--- src/design/utfsv_pkg.sv ---
// Package: status codes, byte constants and widths for the UTF stream validator.
`timescale 1ns / 1ps
`default_nettype none
package utfsv_pkg;

  localparam int UNIT_W   = 16;
  localparam int IN_DATA_W  = 16;
  localparam int OUT_DATA_W = 8;

  typedef enum logic [2:0] {
    ST_OK            = 3'd0,
    ST_BAD_LEAD      = 3'd1,
    ST_MISSING_TRAIL = 3'd2,
    ST_OVERLONG      = 3'd3,
    ST_ABOVE_MAX     = 3'd4,
    ST_LONE_SURR     = 3'd5,
    ST_UNPAIRED_LEAD = 3'd6
  } status_t;

  // Overlong check armed by an E0 or F0 lead.
  typedef enum logic [1:0] {
    OVL_NONE    = 2'd0,
    OVL_NEED_20 = 2'd1,
    OVL_NEED_30 = 2'd2
  } ovl_t;

  localparam logic [7:0] LEAD_ASCII_END = 8'h80;
  localparam logic [7:0] LEAD_MIN       = 8'hC2;
  localparam logic [7:0] LEAD_3B        = 8'hE0;
  localparam logic [7:0] LEAD_4B        = 8'hF0;
  localparam logic [7:0] LEAD_MAX       = 8'hF4;
  localparam logic [7:0] OVL_LEAD_MASK  = 8'hEF;
  localparam logic [7:0] TRAIL_MASK     = 8'hC0;
  localparam logic [7:0] TRAIL_TAG      = 8'h80;
  localparam logic [7:0] BITS_20        = 8'h20;
  localparam logic [7:0] BITS_30        = 8'h30;

  localparam logic [15:0] SURR_FIRST = 16'hD800;
  localparam logic [15:0] SURR_LAST  = 16'hDFFF;

endpackage
`default_nettype wire

--- src/design/utf_stream_validator.sv ---
// Top level: UTF-8 / UTF-16 stream validator with input and result registers.
//
// Usage:
//   s_axis carries one code unit per request in tdata[15:0]; tlast marks the
//   final unit of a string. UTF-8 mode looks at tdata[7:0] only.
//   m_axis returns one result per unit: tdata[2:0] sticky status,
//   tdata[3] string_valid, tlast = string_done (copy of the input tlast).
//   cfg writes encoding_mode (0 UTF-8, 1 UTF-16); write only while idle.
// Timing: the result passes the input register, then the result register.
//   Throughput: one unit per cycle while the receiver takes results, set by
//   the single state-update stage between the two registers.
// The first error sticks until the unit marked last; that unit reports the
//   verdict and clears all per-string state.
// Reset (rst, synchronous) empties both registers, selects UTF-8 and clears
//   string state. When the receiver stalls, the result register holds and the
//   input register still takes one more request; after that tready drops.
`timescale 1ns / 1ps
`default_nettype none
module utf_stream_validator
  import utfsv_pkg::*;
(
  input  wire logic                  clk,
  input  wire logic                  rst,
  input  wire logic                  s_axis_tvalid,
  output logic                       s_axis_tready,
  input  wire logic [IN_DATA_W-1:0]  s_axis_tdata,   // [15:0] code_unit
  input  wire logic                  s_axis_tlast,   // last_unit
  output logic                       m_axis_tvalid,
  input  wire logic                  m_axis_tready,
  output logic [OUT_DATA_W-1:0]      m_axis_tdata,   // [2:0] status, [3] string_valid, [7:4] 0
  output logic                       m_axis_tlast,   // string_done
  input  wire logic                  cfg_valid,
  output logic                       cfg_ready,
  input  wire logic                  cfg_data        // encoding_mode
);

  logic               encoding_mode;
  logic               in_valid;
  logic [UNIT_W-1:0]  in_unit;
  logic               in_last;
  logic               out_valid;
  status_t            out_status;
  logic               out_string_valid;
  logic               out_last;

  logic [1:0]  trails_pending,   trails_pending_next;
  ovl_t        overlong_mask,    overlong_mask_next;
  logic        range_check_armed, range_check_armed_next;
  logic        expect_low_surrogate, expect_low_surrogate_next;
  status_t     sticky_error,     sticky_error_next;
  status_t     result_status;

  logic        advance;
  logic [7:0]  b;
  logic        is_low;

  assign advance       = in_valid && (!out_valid || m_axis_tready);
  assign s_axis_tready = !in_valid || advance;
  assign cfg_ready     = 1'b1;

  assign b      = in_unit[7:0];
  assign is_low = (in_unit >= 16'hDC00);

  always_comb begin
    trails_pending_next       = trails_pending;
    overlong_mask_next        = overlong_mask;
    range_check_armed_next    = range_check_armed;
    expect_low_surrogate_next = expect_low_surrogate;
    sticky_error_next         = sticky_error;

    if (sticky_error == ST_OK) begin
      if (!encoding_mode) begin
        if (trails_pending == 2'd0) begin
          if (b < LEAD_ASCII_END) begin
            // plain ASCII, nothing to track
          end else if (b < LEAD_MIN || b > LEAD_MAX) begin
            sticky_error_next = ST_BAD_LEAD;
          end else begin
            if (b < LEAD_3B) begin
              trails_pending_next = 2'd1;
            end else if (b < LEAD_4B) begin
              trails_pending_next = 2'd2;
            end else begin
              trails_pending_next = 2'd3;
            end
            overlong_mask_next = OVL_NONE;
            if ((b & OVL_LEAD_MASK) == LEAD_3B) begin
              overlong_mask_next = (b == LEAD_3B) ? OVL_NEED_20 : OVL_NEED_30;
            end
            range_check_armed_next = (b == LEAD_MAX);
          end
        end else if ((b & TRAIL_MASK) != TRAIL_TAG) begin
          sticky_error_next = ST_MISSING_TRAIL;
        end else begin
          case (overlong_mask)
            OVL_NEED_20: begin
              if ((b & BITS_20) == 8'h00) sticky_error_next = ST_OVERLONG;
              overlong_mask_next = OVL_NONE;
            end
            OVL_NEED_30: begin
              if ((b & BITS_30) == 8'h00) sticky_error_next = ST_OVERLONG;
              overlong_mask_next = OVL_NONE;
            end
            default: ;
          endcase
          if (sticky_error_next == ST_OK && range_check_armed) begin
            if ((b & BITS_30) != 8'h00) begin
              sticky_error_next = ST_ABOVE_MAX;
            end else begin
              range_check_armed_next = 1'b0;
            end
          end
          if (sticky_error_next == ST_OK) begin
            trails_pending_next = trails_pending - 2'd1;
          end
        end
      end else begin
        if (in_unit >= SURR_FIRST && in_unit <= SURR_LAST) begin
          if (is_low != expect_low_surrogate) begin
            sticky_error_next = ST_LONE_SURR;
          end else begin
            expect_low_surrogate_next = !is_low;
          end
        end else if (expect_low_surrogate) begin
          sticky_error_next = ST_UNPAIRED_LEAD;
        end
      end
    end

    // end-of-string check against what is still open
    if (in_last && sticky_error_next == ST_OK) begin
      if (!encoding_mode) begin
        if (trails_pending_next != 2'd0) sticky_error_next = ST_MISSING_TRAIL;
      end else if (expect_low_surrogate_next) begin
        sticky_error_next = ST_UNPAIRED_LEAD;
      end
    end

    result_status = sticky_error_next;

    if (in_last) begin
      trails_pending_next       = 2'd0;
      overlong_mask_next        = OVL_NONE;
      range_check_armed_next    = 1'b0;
      expect_low_surrogate_next = 1'b0;
      sticky_error_next         = ST_OK;
    end
  end

  always_ff @(posedge clk) begin
    if (rst) begin
      encoding_mode        <= 1'b0;
      in_valid             <= 1'b0;
      out_valid            <= 1'b0;
      trails_pending       <= 2'd0;
      overlong_mask        <= OVL_NONE;
      range_check_armed    <= 1'b0;
      expect_low_surrogate <= 1'b0;
      sticky_error         <= ST_OK;
    end else begin
      if (cfg_valid && cfg_ready) encoding_mode <= cfg_data;
      if (s_axis_tready) in_valid <= s_axis_tvalid;
      if (advance) begin
        out_valid            <= 1'b1;
        trails_pending       <= trails_pending_next;
        overlong_mask        <= overlong_mask_next;
        range_check_armed    <= range_check_armed_next;
        expect_low_surrogate <= expect_low_surrogate_next;
        sticky_error         <= sticky_error_next;
      end else if (m_axis_tready) begin
        out_valid <= 1'b0;
      end
    end
  end

  // payload registers
  always_ff @(posedge clk) begin
    if (s_axis_tready && s_axis_tvalid) begin
      in_unit <= s_axis_tdata;
      in_last <= s_axis_tlast;
    end
    if (advance) begin
      out_status       <= result_status;
      out_string_valid <= in_last && (result_status == ST_OK);
      out_last         <= in_last;
    end
  end

  assign m_axis_tvalid = out_valid;
  assign m_axis_tdata  = {4'h0, out_string_valid, out_status};
  assign m_axis_tlast  = out_last;

endmodule
`default_nettype wire

--- config.mk ---
export PLATFORM = sky130hd
export DESIGN_NAME = utf_stream_validator
export DESIGN_NICKNAME = d
export VERILOG_FILES = /design/src/design/utfsv_pkg.sv /design/src/design/utf_stream_validator.sv
export SDC_FILE = /design/constraint.sdc
export NUM_CORES = 1
export LEC_CHECK = 0
export BUFFER_PORTS_ARGS = -buffer_cell sky130_fd_sc_hd__buf_2
export CAP_MARGIN = 10
export CORE_UTILIZATION = 25
export DETAILED_ROUTE_END_ITERATION = 6
export PLACE_DENSITY = 0.39
export SYNTH_ARGS = -nofsm -noshare
export SYNTH_HDL_FRONTEND = slang
export SYNTH_SLANG_ARGS = --single-unit
export TNS_END_PERCENT = 100
--- constraint.sdc ---
create_clock -name clk -period 5.6 [get_ports clk]
set_input_delay 0.56 -clock clk [delete_from_list [all_inputs] [get_ports clk]]
set_output_delay 0.56 -clock clk [all_outputs]
set_load 0.02 [all_outputs]
==> results of run 1 <==
[state kept, by name, summed over array words and instances (netlist names)]
name                  flops
overlong_mask             2
m_axis_tvalid             1
in_last                   1
in_unit                  14
out_string_valid          1
m_axis_tlast              1
out_status                3
encoding_mode             1
sticky_error              3
range_check_armed         1
trails_pending            2
in_valid                  1
expect_low_surrogate      1
[power groups by stage]
stage	registers [uW]	logic (uW)	clock network (uW)
floorplan	276	45.4	0
global placement	278	58.4	0
detailed placement	279	59.4	0
CTS	273	59.6	193
global route	275	65.7	205
finish	274	59.2	187
[worst max-delay path: stages, from the launching register on]
cell and delay, ns:
dfxtp_1 0.33, inv_1 0.06, ha_1 0.35, nor2_1 0.18, a211oi_1 0.14, o21a_1 0.21
o41ai_1 0.49, and4b_4 0.32, o311ai_2 0.14, nor4b_2 0.20
[routing by layer]
layer / part of all wire (%) / vias up / wire length, um
met2: 47 / 42 / 1850
met5: 0 / - / 0
li1: - / 676 / -
met3: 4.7 / 5 / 185
met4: 0.79 / 0 / 31
met1: 47 / 656 / 1840
[stage by stage]
| step | hold WS [ns] | cell area, um^2 | std cells | util [%] |
|---|---|---|---|---|
| 3_5_place_dp | 0.489 | 1900 | 268 | 29.2 |
| 2_1_floorplan | 0.451 | 1740 | 175 | - |
| 4_1_cts | 0.440 | 1990 | 276 | 30.7 |
| 5_1_grt | 0.430 | 1990 | 276 | 30.7 |
| 6_report | 0.446 | 1990 | 276 | 30.7 |
| 3_3_place_gp | 0.483 | 1900 | 268 | 29.2 |
[layout by cell type (no fill, tap or decap), types with 3 or more instances in the layout]
cell and instances:
a211o_1 3, a211oi_1 3, a21oi_1 8, buf_2 27
clkbuf_8 6, conb_1 5, dfxtp_1 12, edfxtp_1 20
ha_1 3, inv_1 10, nand2_1 9, nand2b_1 3
nand3_1 8, nor2_1 20, nor2b_1 4, nor3_1 9
o21ai_0 7, o31ai_1 4
[cells by family after synthesis]
family,synth area share (%)
buffers and inverters,6.37
flip-flops,48.6
other,0.434
adder cells (fa/ha/maj),2.17
AND/OR/NAND/NOR,22.6
multiplexers,1.16
AO/OA/AOI/OAI,18.2
XOR/XNOR,0.507
[cell type report]
cell class	instances	area share, %
clock buffer	7	4.33
clock inverter	1	0.377
inverter	10	1.88
multi-input combinational	122	39.6
sequential	32	42.2
tap	77	4.83
timing repair buffer	27	6.78
[worst paths after layout]
check	from	end	slack [ns]	cells after the start
worst max-delay path	overlong_mask[0]$_SDFFE_PP0P_	out_string_valid$_DFFE_PP_	2.95	9
worst min-delay path	s_axis_tlast	in_last$_DFFE_PP_	0.45	1
worst max register to register	overlong_mask[0]$_SDFFE_PP0P_	out_string_valid$_DFFE_PP_	2.95	9
worst min register to register	range_check_armed$_SDFFE_PP0P_	range_check_armed$_SDFFE_PP0P_	0.50	2
==> flow_summary_export.csv, run 1 <==
group,metric,value,unit
run_status,status,"finished, final reports clean",
sta,rsz0062_at_grt,"no",
synth,yosysWarnings,0,
power_and_ir_drop,p_sw_share,25.6,%
clock_network,clk_pin_slew,0.07,ns
cells_and_area,area_growth_syn_to_layout,15.3,%
synth,ys.flop_type,"edfxtp_1",
sta,finalSetupViolations,0,
power_and_ir_drop,pwr-share-seq,52.7,%
sta,slew_violations,0,
global_route,antenna_found_initial,0,
synth,yosysSeqAreaShare,48.6,%
floorplanning,dieArea,7250,um^2
route,route.detailed.drc,0,
clock_network,cts_sinks,32,
route,wirelength,3910,um
global_route,grt_max_degree,16,
synth,syn_area,1730,um^2
global_route,grt_usage,11.4,%
cells_and_area,drive_gt1_share,22.1,%
route,ant_nets,0,
cells_and_area,num-fill-cells,670,
floorplanning,ioPinCount,35,
floorplanning,start_util,26.6,%
power_and_ir_drop,peakVddDrop,0.106,mV
route,drtPass1Iterations,4,
synth,netlist_instances,172,
worst_setup_path,endpoint_kind,"register",
clock_network,cts_buffers,5,
global_route,grt.overflow.total,0,
floorplanning,die_width,85.2,um
sta,final_hold_viol_count,0,
place,portBuffers,27,
power_and_ir_drop,powerDensity,261,nW/um^2
sta,setup_tns,0,ns
worst_setup_path,arrival,2.69,ns
place,finalWeightedCongestion,0.833,
clock_network,cts_setup_buffers,0,
worst_setup_path,crit_type,"register to register",
worst_setup_path,startpoint_type,"register",
synth,synth_common_cells,"edfxtp_1 (20), nor2_1 (20), dfxtp_1 (12)",
global_route,grt_pass1_vias,1293,
flow_run,maxCapViolCount,0,
floorplanning,die_h,85.2,um
power_and_ir_drop,p_int,387,uW
route,vias_per_cell,5.00,
place,preCtsSetupSlack,2.93,ns
clock_network,cts_hold_buf,0,
synth,yosys.area.top_type,"edfxtp_1",
floorplanning,core_area,6490,um^2
sta,min_period,2.65,ns
sta,slew_headroom,46.5,%
synth,synth_cell_types,50,
clock_network,clk_latency,0.28,ns
place,dp_hpwl,2880,um
worst_setup_path,worst_ep_required_time,5.64,ns
synth,synth_top_area_share,34.7,%
route,drt_iter0_markers,121,
synth,synth-seq-cells,32,
power_and_ir_drop,p_leak,0.000752,uW
cells_and_area,multi_input_area,790,um^2
synth,async_reset_ff_share,0,%
synth,synth_edf_count,20,
power_and_ir_drop,p_comb_share,11.4,%
global_route,use_met3,3.31,%
clock_network,clock-root-buffer,"clkbuf_8",
global_route,busiest_layer,"met2",
floorplanning,row_count,29,
cells_and_area,diodes,0,
sta,finalCritPeriodShare,47.4,%
worst_setup_path,path_max_fanout,5,
global_route,grt_first_pass_wirelength,6340,um
synth,synth_top_cells_by_area,"edfxtp_1 (35%), dfxtp_1 (14%), nor2_1 (4.3%), nor3_1 (2.6%), buf_4 (2.6%)",
power_and_ir_drop,p_switching,133,uW
sta,finClkSkew,0.00559,ns
route,via_count,1379,
sta,max_freq,377,MHz
synth,synth.avg_cell_area,10.1,um^2
clock_network,cts_max_level,2,
power_and_ir_drop,power,520,uW
global_route,use_met1,14.4,%
clock_network,cts_tree,"built",
sta,tightest_slew,0.802,ns
clock_network,cts_buffer_depth,2,
route,drt-wirelength-per-cell,14.2,um
cells_and_area,num-nets-final,224,
sta,fin_ws,2.95,ns
clock_network,cts.repair.resized,0,
cells_and_area,seq_area,841,um^2
min_path,hold_path_class,"primary input to register",
global_route,grt_util_met2,18.9,%
power_and_ir_drop,clkPwrFrac,36.0,%
No activity file was read; power rests on OpenSTA's default activity.
==> run 2: changes to the inputs <==
- ABC_AREA: unset -> 1
- PLACE_DENSITY: 0.39 -> 0.38
- clock period: 5.6 -> 2.55 ns (I/O delays scaled with it)
==> flow_summary_export.csv, run 2 <==
group,metric,value,unit
floorplanning,ioPinCount,35,
clock_network,cts_max_level,2,
clock_network,clk_pin_slew,0.07,ns
sta,finalSetupViolations,0,
sta,slew_violations,0,
global_route,antenna_found_initial,0,
cells_and_area,area_growth_syn_to_layout,19.3,%
synth,synth_edf_count,20,
sta,setup_tns,0,ns
clock_network,cts_buffer_depth,2,
min_path,holdCritStartpoint,"s_axis_tdata[3]",
route,wirelength,3670,um
flow_run,maxCapViolCount,0,
worst_setup_path,path_cells,"inv_1, ha_1, nor2_1, nand2_1, nand2_1, inv_1, nor2_2, nand2_2, nor2_4, nand3_1, nand2_1, nand3_1, nand2_1, nand2_1, nand2_1, nand2_1, nand2_2, nor2_2",
cells_and_area,top_register,"in_unit",
cells_and_area,diodes,0,
floorplanning,die_width,86.2,um
synth,syn_area,1770,um^2
synth,synth_top_area_share,33.9,%
sta,slew_headroom,64.1,%
sta,max_freq,453,MHz
synth,yosysSeqAreaShare,47.5,%
clock_network,cts_buffers,5,
synth,synth-seq-cells,32,
cells_and_area,final_common_cell,"nand2_1",
place,placed_area,2000,um^2
cells_and_area,num-fill-cells,783,
route,dr_wl_met3,115,um
worst_setup_path,r2r_start,"overlong_mask[0]$_SDFFE_PP0P_",
sta,finClkSkew,0.00727,ns
route,via_count,1460,
synth,synth_common_cells,"nand2_1 (59), inv_1 (36), nor2_1 (23)",
worst_setup_path,worst-path-buf-inv,2,
synth,synthAdderAreaFrac,2.12,%
cells_and_area,final_cell_mix,"nand2_1 (59), inv_1 (36), buf_2 (27), nor2_1 (23)",
route,drt-met1-wl,1790,um
power_and_ir_drop,power,1270,uW
synth,synth.avg_cell_area,7.67,um^2
global_route,grt_max_degree,16,
synth,synth_top_cells_by_area,"edfxtp_1 (34%), dfxtp_1 (14%), nand2_1 (13%), inv_1 (7.6%), a21oi_1 (5.6%)",
floorplanning,dieArea,7430,um^2
cells_and_area,largest_reg_flops,14,
global_route,grt.overflow.total,0,
cells_and_area,final_core_util,30.9,%
worst_setup_path,crit_type,"register to register",
worst_setup_path,endpoint_kind,"register",
synth,synth_mux_area_share,0,%
worst_setup_path,crit_path_start,"overlong_mask[0]$_SDFFE_PP0P_",
place,portBuffers,27,
cells_and_area,top_regs,"in_unit x14, out_status x3, sticky_error x3",
global_route,grt_first_pass_wirelength,6180,um
sta,min_period,2.21,ns
synth,synthSimpleGateAreaFrac,29.9,%
cells_and_area,num-nets-final,288,
worst_setup_path,startpoint_type,"register",
global_route,grt_pass1_vias,1369,
synth,synth_cell_types,25,
floorplanning,start_util,25.9,%
place,dp_hpwl,2840,um
place,placed_cells,351,
min_path,hold_path_class,"primary input to register",
power_and_ir_drop,p_leak,0.000995,uW
route,drt-wirelength-per-cell,10.2,um
sta,rsz0062_at_grt,"no",
synth,synth_compound_area_share,9.32,%
clock_network,cts.repair.resized,0,
synth,synth_xor_area_share,0,%
sta,final_hold_viol_count,0,
clock_network,cts_hold_buf,0,
route,wl_met2,1700,um
place,finalWeightedCongestion,0.790,
route,drtPass1Iterations,4,
worst_setup_path,arrival,2.26,ns
worst_setup_path,crit_family,"simple AND/OR/NAND/NOR gates",
power_and_ir_drop,peakVddDrop,0.261,mV
run_status,status,"finished, final reports clean",
sta,tightest_slew,0.537,ns
synth,yosysWarnings,0,
synth,synth_top_family_by_area,"simple AND/OR/NAND/NOR gates",
floorplanning,die_h,86.2,um
synth,yosys.area.top_type,"edfxtp_1",
floorplanning,core_area,6830,um^2
sta,finalCritPeriodShare,86.6,%
worst_setup_path,cp_common_cell,"nand2_1",
route,route.detailed.drc,0,
synth,netlist_instances,231,
route,ant_nets,0,
clock_network,clock-root-buffer,"clkbuf_8",
worst_setup_path,path_max_fanout,5,
clock_network,cts_sinks,32,
worst_setup_path,crit_path_max_incr_delay,0.36,ns
cells_and_area,drive_gt1_share,18.6,%
cells_and_area,layoutNonFillerInstCount,359,
floorplanning,row_count,30,
clock_network,cts_setup_buffers,0,
route,drt_iter0_markers,109,
power_and_ir_drop,powerDensity,603,nW/um^2
synth,ys.flop_type,"edfxtp_1",
synth,async_reset_ff_share,0,%
global_route,grt_usage,11.0,%
route,top_layer_used,"met4",
cells_and_area,final_area,2110,um^2
worst_setup_path,cp_slowest_cell,"ha_1",
worst_setup_path,worst_ep_required_time,2.60,ns
synth,yosysMostFrequentCell,"nand2_1",
clock_network,clk_latency,0.29,ns
clock_network,cts_tree,"built",
route,vias_per_cell,4.07,
-- run 2: worst register-to-register path: cells and delay by family, from the launching register on --
family,cells,cell delay [ns]
adder cells (fa/ha/maj),1,0.36
buffers and inverters,2,0.11
flip-flops,1,0.33
AND/OR/NAND/NOR,15,1.20
-- run 2: metrics by stage --
stage                     hold slack, ns  worst slack, ns
after floorplan                    0.354            0.553
after global placement             0.431            0.331
after detailed placement           0.433            0.334
after CTS                          0.129            0.327
after global routing               0.122            0.103
final                              0.140            0.343
-- run 2: per-layer routing --
metal  global-route usage [%]  vias up
li1                         -      792
met1                     13.4      636
met2                     18.4       27
met3                     3.14        5
met4                     4.55        0
met5                        0        -
-- run 2: worst paths after layout --
| kind | endpoint | slack, ns | depth (start not counted) |
|---|---|---|---|
| worst max-delay path | out_string_valid$_DFFE_PP_ | 0.34 | 18 |
| worst min-delay path | in_unit[3]$_DFFE_PP_ | 0.14 | 1 |
| worst max register to register | out_string_valid$_DFFE_PP_ | 0.34 | 18 |
| worst min register to register | trails_pending[1]$_SDFFE_PP0P_ | 0.47 | 2 |
-- run 2: cells by family after synthesis --
group                      after synthesis
AOI/OAI and AO/OA                       31
adders and majority gates                3
buffers and inverters                   45
DFF                                     32
other                                    2
and+or+nand+nor                        118
-- run 2: layout make-up --
class / count / area, um^2 / share of cell area (%)
Tap cell: 96 / 120 / 5.68
Clock inverter: 2 / 33.8 / 1.60
Clock buffer: 6 / 82.6 / 3.91
Inverter: 38 / 143 / 6.75
Multi-Input combinational cell: 157 / 751 / 35.5
Sequential cell: 32 / 841 / 39.8
Timing Repair Buffer: 28 / 143 / 6.75
-- run 2: power breakdown --
group / switching [uW] / internal (uW) / total [uW] / leakage, uW
combinational: 114 / 58.1 / 172 / 0.000644
sequential: 14.4 / 581 / 596 / 0.000292
clock: 191 / 315 / 505 / 0.0000588
total: 319 / 954 / 1270 / 0.000995
